==> src/hdl/merkle_proof_verifier_macros.svh <==
// Assertion macros for the Merkle proof verifier.
`ifndef MERKLE_PROOF_VERIFIER_MACROS_SVH
`define MERKLE_PROOF_VERIFIER_MACROS_SVH
// Implication checked at every clock edge outside reset.
`define MPV_ASSERT_IMP(label, clk, rst, ante, cons, msg) \
  label: assert property (@(posedge clk) disable iff (rst) (ante) |-> (cons)) else $error(msg);
// Next-cycle implication checked outside reset.
`define MPV_ASSERT_NEXT(label, clk, rst, ante, cons, msg) \
  label: assert property (@(posedge clk) disable iff (rst) (ante) |=> (cons)) else $error(msg);
`endif

==> src/hdl/mpv_pkg.sv <==
// Shared types, constants and SHA-256 helpers for the Merkle proof verifier.
package mpv_pkg;
  localparam int WordW = 64;
  localparam int CfgAddrW = 5;
  localparam logic [1:0] CMD_LEAF = 2'd0;
  localparam logic [1:0] CMD_LEFT = 2'd1;
  localparam logic [1:0] CMD_RIGHT = 2'd2;
  localparam logic [1:0] CMD_PARENT = 2'd3;
  localparam logic [1:0] FAIL_NONE = 2'd0;
  localparam logic [1:0] FAIL_ROOT = 2'd1;
  localparam logic [1:0] FAIL_CHILD = 2'd2;
  localparam logic [1:0] FAIL_PARENT = 2'd3;
  localparam logic [CfgAddrW-1:0] ADDR_ROOT0 = 5'd0;
  localparam logic [CfgAddrW-1:0] ADDR_ROOT1 = 5'd8;
  localparam logic [CfgAddrW-1:0] ADDR_ROOT2 = 5'd16;
  localparam logic [CfgAddrW-1:0] ADDR_ROOT3 = 5'd24;

  typedef logic [255:0] hash_t;
  typedef logic [511:0] block_t;

  // request from the sequencer to the compression core
  typedef struct packed {
    logic   start;
    logic   from_init;
    block_t blk;
  } sha_req_t;

  typedef struct packed {
    logic  done;
    hash_t digest;
  } sha_rsp_t;

  function automatic logic [31:0] round_k(input logic [5:0] t);
    logic [31:0] k;
    unique case (t)
      6'd0: k = 32'h428a2f98; 6'd1: k = 32'h71374491; 6'd2: k = 32'hb5c0fbcf;
      6'd3: k = 32'he9b5dba5; 6'd4: k = 32'h3956c25b; 6'd5: k = 32'h59f111f1;
      6'd6: k = 32'h923f82a4; 6'd7: k = 32'hab1c5ed5; 6'd8: k = 32'hd807aa98;
      6'd9: k = 32'h12835b01; 6'd10: k = 32'h243185be; 6'd11: k = 32'h550c7dc3;
      6'd12: k = 32'h72be5d74; 6'd13: k = 32'h80deb1fe; 6'd14: k = 32'h9bdc06a7;
      6'd15: k = 32'hc19bf174; 6'd16: k = 32'he49b69c1; 6'd17: k = 32'hefbe4786;
      6'd18: k = 32'h0fc19dc6; 6'd19: k = 32'h240ca1cc; 6'd20: k = 32'h2de92c6f;
      6'd21: k = 32'h4a7484aa; 6'd22: k = 32'h5cb0a9dc; 6'd23: k = 32'h76f988da;
      6'd24: k = 32'h983e5152; 6'd25: k = 32'ha831c66d; 6'd26: k = 32'hb00327c8;
      6'd27: k = 32'hbf597fc7; 6'd28: k = 32'hc6e00bf3; 6'd29: k = 32'hd5a79147;
      6'd30: k = 32'h06ca6351; 6'd31: k = 32'h14292967; 6'd32: k = 32'h27b70a85;
      6'd33: k = 32'h2e1b2138; 6'd34: k = 32'h4d2c6dfc; 6'd35: k = 32'h53380d13;
      6'd36: k = 32'h650a7354; 6'd37: k = 32'h766a0abb; 6'd38: k = 32'h81c2c92e;
      6'd39: k = 32'h92722c85; 6'd40: k = 32'ha2bfe8a1; 6'd41: k = 32'ha81a664b;
      6'd42: k = 32'hc24b8b70; 6'd43: k = 32'hc76c51a3; 6'd44: k = 32'hd192e819;
      6'd45: k = 32'hd6990624; 6'd46: k = 32'hf40e3585; 6'd47: k = 32'h106aa070;
      6'd48: k = 32'h19a4c116; 6'd49: k = 32'h1e376c08; 6'd50: k = 32'h2748774c;
      6'd51: k = 32'h34b0bcb5; 6'd52: k = 32'h391c0cb3; 6'd53: k = 32'h4ed8aa4a;
      6'd54: k = 32'h5b9cca4f; 6'd55: k = 32'h682e6ff3; 6'd56: k = 32'h748f82ee;
      6'd57: k = 32'h78a5636f; 6'd58: k = 32'h84c87814; 6'd59: k = 32'h8cc70208;
      6'd60: k = 32'h90befffa; 6'd61: k = 32'ha4506ceb; 6'd62: k = 32'hbef9a3f7;
      6'd63: k = 32'hc67178f2;
      default: k = 32'h0;
    endcase
    return k;
  endfunction

  localparam logic [255:0] INIT_H = {
    32'h6a09e667, 32'hbb67ae85, 32'h3c6ef372, 32'ha54ff53a,
    32'h510e527f, 32'h9b05688c, 32'h1f83d9ab, 32'h5be0cd19};

  // byte-addressed little-endian words into big-endian SHA words; word 0 in top bits
  function automatic logic [255:0] words_to_be(input logic [255:0] w);
    logic [255:0] r;
    for (int i = 0; i < 32; i++) r[255-8*i -: 8] = w[8*i +: 8];
    return r;
  endfunction
endpackage

==> src/hdl/mpv_sha_core.sv <==
// SHA-256 compression core: one round per cycle over a 16-word schedule window.
module mpv_sha_core (
  input  logic               clk,
  input  logic               rst,
  input  mpv_pkg::sha_req_t  req,
  output mpv_pkg::sha_rsp_t  rsp
);
  import mpv_pkg::*;

  logic [31:0] hv [8];
  logic [31:0] a, b, c, d, e, f, g, h;
  logic [31:0] w [16];
  logic [5:0]  round;
  logic        busy;
  logic        last_round;
  logic        done;

  logic [31:0] s0w, s1w, wt, t1, t2, ep0, ep1, ch, maj;

  assign s0w = {w[1][6:0], w[1][31:7]} ^ {w[1][17:0], w[1][31:18]} ^ (w[1] >> 3);
  assign s1w = {w[14][16:0], w[14][31:17]} ^ {w[14][18:0], w[14][31:19]} ^ (w[14] >> 10);
  assign wt  = (round < 6'd16) ? w[0] : (s1w + w[9] + s0w + w[0]);
  assign ep1 = {e[5:0], e[31:6]} ^ {e[10:0], e[31:11]} ^ {e[24:0], e[31:25]};
  assign ep0 = {a[1:0], a[31:2]} ^ {a[12:0], a[31:13]} ^ {a[21:0], a[31:22]};
  assign ch  = (e & f) ^ (~e & g);
  assign maj = (a & b) ^ (a & c) ^ (b & c);
  assign t1  = h + ep1 + ch + round_k(round) + wt;
  assign t2  = ep0 + maj;
  assign last_round = busy && (round == 6'd63);

  always_ff @(posedge clk) begin
    if (rst) begin
      busy  <= 1'b0;
      round <= '0;
      done  <= 1'b0;
    end else begin
      done <= last_round;
      if (req.start) begin
        busy  <= 1'b1;
        round <= '0;
      end else if (busy) begin
        round <= round + 6'd1;
        if (last_round) busy <= 1'b0;
      end
    end
  end

  always_ff @(posedge clk) begin
    if (req.start) begin
      for (int i = 0; i < 8; i++) begin
        if (req.from_init) hv[i] <= INIT_H[255-32*i -: 32];
      end
      {a, b, c, d, e, f, g, h} <= req.from_init ? INIT_H :
                                  {hv[0], hv[1], hv[2], hv[3], hv[4], hv[5], hv[6], hv[7]};
      for (int i = 0; i < 16; i++) w[i] <= req.blk[511-32*i -: 32];
    end else if (busy) begin
      h <= g; g <= f; f <= e; e <= d + t1;
      d <= c; c <= b; b <= a; a <= t1 + t2;
      for (int i = 0; i < 15; i++) w[i] <= w[i+1];
      w[15] <= wt;
      if (last_round) begin
        hv[0] <= hv[0] + t1 + t2; hv[1] <= hv[1] + a; hv[2] <= hv[2] + b;
        hv[3] <= hv[3] + c;       hv[4] <= hv[4] + d + t1; hv[5] <= hv[5] + e;
        hv[6] <= hv[6] + f;       hv[7] <= hv[7] + g;
      end
    end
  end

  assign rsp = {done, hv[0], hv[1], hv[2], hv[3], hv[4], hv[5], hv[6], hv[7]};
endmodule

==> config.mk <==
export PLATFORM = sky130hd
export DESIGN_NAME = mpv_sha_core
export DESIGN_NICKNAME = d
export VERILOG_FILES = /design/src/hdl/merkle_proof_verifier_macros.svh /design/src/hdl/mpv_pkg.sv /design/src/hdl/mpv_sha_core.sv
export SDC_FILE = /design/constraint.sdc
export NUM_CORES = 2
export LEC_CHECK = 0
export BUFFER_PORTS_ARGS = -buffer_cell sky130_fd_sc_hd__buf_2
export CORE_ASPECT_RATIO = 0.8
export CORE_UTILIZATION = 30
export CTS_CLUSTER_SIZE = 30
export DETAILED_ROUTE_END_ITERATION = 10
export PLACE_DENSITY_LB_ADDON = 0.15
export REMOVE_ABC_BUFFERS = 1
export SETUP_SLACK_MARGIN = 0.02
export SYNTH_ARGS = -nofsm -noshare
export SYNTH_HDL_FRONTEND = slang
export SYNTH_SLANG_ARGS = --single-unit
==> constraint.sdc <==
create_clock -name clk -period 16.2 [get_ports clk]
set_input_delay 0 -clock clk [delete_from_list [all_inputs] [get_ports clk]]
set_output_delay 0 -clock clk [all_outputs]
set_load 0.02 [all_outputs]
---- Word-level counts from Yosys, hierarchy flattened ----
Memory sizes are Yosys's and may differ from the RTL's. A register that Yosys moved wholly into a read port is not among the register bits.
Cells that the tools add are included.
word-level totals
  memories ................................ 3
  bits in writable memories ............... 768
  bits of input ports ..................... 516
  logic and storage cells ................. 140
  ROM bits ................................ 2048
  output and inout bits ................... 257
  register bits after elaboration ......... 264
memory list
  name             words  width  read ports  clocked after memory_dff  write ports  line                text
  (no name shown)  64     32     1           1                         0            mpv_pkg.sv:35       unique case (t)
  w                16     32     16          0                         16           mpv_sha_core.sv:12  logic [31:0] w [16];
  hv               8      32     8           0                         8            mpv_sha_core.sv:10  logic [31:0] hv [8];
operators by class
  reductions and logical operators ........ 3
  $lt $le $gt $ge ......................... 1
  bitwise gates (word level) .............. 41
  $add $sub $neg .......................... 21
  multiplexer cells ....................... 59
  equality and inequality tests ........... 1
operator list
  cell                                                                          number
  32-bit 2-to-1 mux                                                             41
  32-bit adder                                                                  20
  32-bit XOR                                                                    9
  256-bit 2-to-1 mux                                                            1
  32-bit AND                                                                    5
  32-bit NOT                                                                    1
  32-bit by 22-bit XOR with 32-bit output                                       1
  32-bit by 29-bit XOR with 32-bit output                                       1
  1-bit OR                                                                      24
  1-bit 2-to-1 mux                                                              15
  6-bit 2-to-1 mux                                                              2
  6-bit by 1-bit adder with 6-bit output, second input constant                 1
  6-bit equality test, second input constant                                    1
  6-bit by 5-bit less-than comparator with 1-bit output, second input constant  1
  2-bit nonzero test                                                            1
  2-bit OR reduction                                                            1
  1-bit logical AND                                                             1

---- Depth between registers and ports, before layout ----
  depth in word-level cells ............... 10
  depth in mapped cells ................... 50
  mapped depth without buffers ............ 50

---- Worst setup path after synthesis ----
No wires, ideal clock.
  path type ............................... input -> register
  start ................................... in req[513] (netlist name)
  end ..................................... reg a[0], enable pin
  arrival time ............................ 9.949 ns
  stages on the path ...................... 4
  buffers on the path ..................... 3
  data required time ...................... 15.378 ns
  setup time .............................. 0.822 ns
  setup slack ............................. 5.429 ns
  cells stage by stage .................... clkbuf_1 > clkbuf_1 > clkbuf_1 > or2_2
on the way
  cells in the longest elaborated chain, start to end .. 1
RTL lines
  what                                 line                text
  start: declaration                   mpv_sha_core.sv:5   input mpv_pkg::sha_req_t req,
  2-bit nonzero test (no source line)  --
  end signal: assignment               mpv_sha_core.sv:53  {a, b, c, d, e, f, g, h} <= req.from_init ? INIT_H :
  end: declaration                     mpv_sha_core.sv:11  logic [31:0] a, b, c, d, e, f, g, h;
Every way passes these cells.
A chain may end at the register's enable or synchronous reset.

==> impl_results.md <==
* Placed wire-length estimate at 229000 µm
* Post-synthesis sequential area ratio at 44.0%
* Routability Congestion at 0.919
* WL/cell at 25.8 µm
* Clk sink count at 1064
* CTS hold repair buffers at 712
* Tightest hold margin at 0.0341 ns
* Placed insts at 10800
* Antenna viol nets, final at 0
* Post-synth top cells: nand2_1 (1313), edfxtp_1 (1024), inv_1 (545), ha_1 (420), a21oi_1 (386)
* GRT overflow at 0
* CTS resizes at 0
* Critical Path End Type: flip-flop
* Die ar. at 0.241 mm²
* Worst Path Max Fanout at 6
* RSZ-0062 raised after global routing: false
* H-tree depth at 4
* Synth top area share at 42.8%
* Initial Utilization at 30.2%
* Period utilization at 73.7%
* FF+latch count, synth at 1064
* Remaining DRCs at 0
* Most used flip-flop cell after synthesis: edfxtp_1
* Initial antenna violation count at 38
* Rel. slew slack at 5.04%
* Data required time at the worst endpoint at 16.84 ns
* Core area at 0.238 mm²
* DR vias at 60300
* # Post-CTS Setup Buffers at 0
* Share of cells above drive strength 1 at 15.0%
* Average cell area after synthesis at 10.1 µm²
* Area grow syn2layout at 26.0%
* Row cnt at 160
* Ys async rst share at 0%
* Max cap viols at 0
* Largest net degree at the start of global routing at 188
* Clock transition at path regs at 0.06 ns
* Final net count at 9653
* CTS root buf: clkbuf_16
* CP startpoint kind: flip-flop
* Crit Path Class: flip-flop to flip-flop
* Die Y at 439 µm
* Final core occ at 38.0%
* Minimum clock period at 11.94 ns
* Setup Skew at 0.0703 ns
* Top post-synthesis cells by area: edfxtp_1 (43%), ha_1 (7.3%), nand2_1 (6.9%)
* Most common cell on crit path: fa_1
* Die Width at 549 µm
* Cell taking the most area after synthesis: edfxtp_1
* F_max at 83.7 MHz
* Worst slew pin tran at 1.42 ns
* CTS Buf Count at 139
* Non-filler instance count after layout at 11800
* Top-Level Pins at 773
* DRT iter0 DRCs at 5989
* CP delay by family, top: compound AO/OA/AOI/OAI gates
* Status: completed
* Vias per Instance at 5.12
* DR pass1 iterations at 6
* IO buf count at 772
* Crit path buffers/inverters at 5
* Gate Count Post-Synth at 7105
* CP arrival at 12.58 ns
* Bufs on Longest Clock Path at 4
* Worst skew pair latency at 0.83 ns
* Hold Path Class: input port to flip-flop
* Vias in the first global route at 59100
* First-pass GRT wire length at 426000 µm
* Post-Route WL at 304000 µm
* Yosys Warn Count at 0
* Count leader, synth: nand2_1
* EDFF count, synth at 1024
* Synthesized area at 0.0718 mm²
* CP max stage cell: fa_1
* Setup Viol. Count Final at 0
* Worst path max stage delay at 0.50 ns
* Tot GR Track Use at 24.4%
* Final Hold Fails at 0
* Slew Limit Fails at 0
* CTS tree: done
* Cell variety after synth at 98
cell usage in the layout, fill, tap and decap left out, types with 66 or more instances in the layout:
cell           count
o21a_1            74
fa_1             227
xor2_1           206
nand2b_1          71
inv_1            544
nor2_1           378
nand3_1           66
a22o_1            84
buf_4             80
edfxtp_1        1024
o22a_1           100
ha_1             420
o21ai_1          111
mux2_2           195
dlygate4sd3_1    712
clkbuf_16        141
a21oi_1          386
o21ai_0          222
nand2_1         1310
xnor2_1          377
nor3_1            97
a21o_1           157
buf_2            771
worst reg2reg max path: cells and delay by family, from the launching register on:
kind	cells	cell delay, ns
xor+xnor	5	1.60
buf+inv	5	0.39
simple gates	6	0.80
flops	1	0.48
compound gates	19	4.46
fa+ha+maj	10	4.00
layout make-up:
class | count | area, µm²
fillers | 23800 | 147000
well taps | 3159 | 3950
diodes | 38 | 95.1
inverters | 551 | 2080
multi-input cells | 5164 | 37000
clock inverters | 53 | 385
repair buffers | 1570 | 11700
clock buffers | 181 | 3700
flip-flops and latches | 1064 | 31600
per-layer routing:
layer | GRT usage [%] | part of all wire (%) | wire length [µm]
met5 | 0 | 0 | 0
met4 | 7.74 | 3.3 | 10100
met2 | 37.8 | 44 | 135000
met1 | 34.6 | 46 | 139000
met3 | 3.91 | 6.4 | 19300
cells by family after synthesis:
family                   share of synthesized area [%]
AO/OA/AOI/OAI                                     14.2
XOR/XNOR                                          7.20
adder cells (fa/ha/maj)                           14.1
buffers and inverters                             4.59
flip-flops                                        44.0
multiplexers                                      3.30
AND/OR/NAND/NOR                                   12.7
path summary, 6_finish.rpt:
path	slack, ns	startpoint	end	depth (start not counted)
setup / recovery	4.26	w[1][212]	hv[1][31]	45
hold / removal	0.03	req[24]	w[1][248]	4
setup reg to reg	4.26	w[1][212]	hv[1][31]	45
hold reg to reg	0.46	w[0][251]	w[0][219]	2
flip-flops by register name, summed over array words and instances (netlist names), named ones only:
signal / cells
round: 6
c: 32
h: 32
b: 32
a: 32
busy: 1
e: 32
g: 32
done: 1
w: 512
hv: 256
d: 32
f: 32
metrics by stage:
step           setup WS, ns  cell area [µm²]  setup TNS [ns]
6_report               4.26            90500               0
3_3_place_gp           4.62            79100               0
4_1_cts                4.42            90400               0
2_1_floorplan         -6.44            70500        -1656.29
3_5_place_dp           4.51            79100               0
5_1_grt                3.76            90400               0
Power is not shown: default switching activity piles up to over one toggle a cycle in this logic, so the estimate is an artifact.
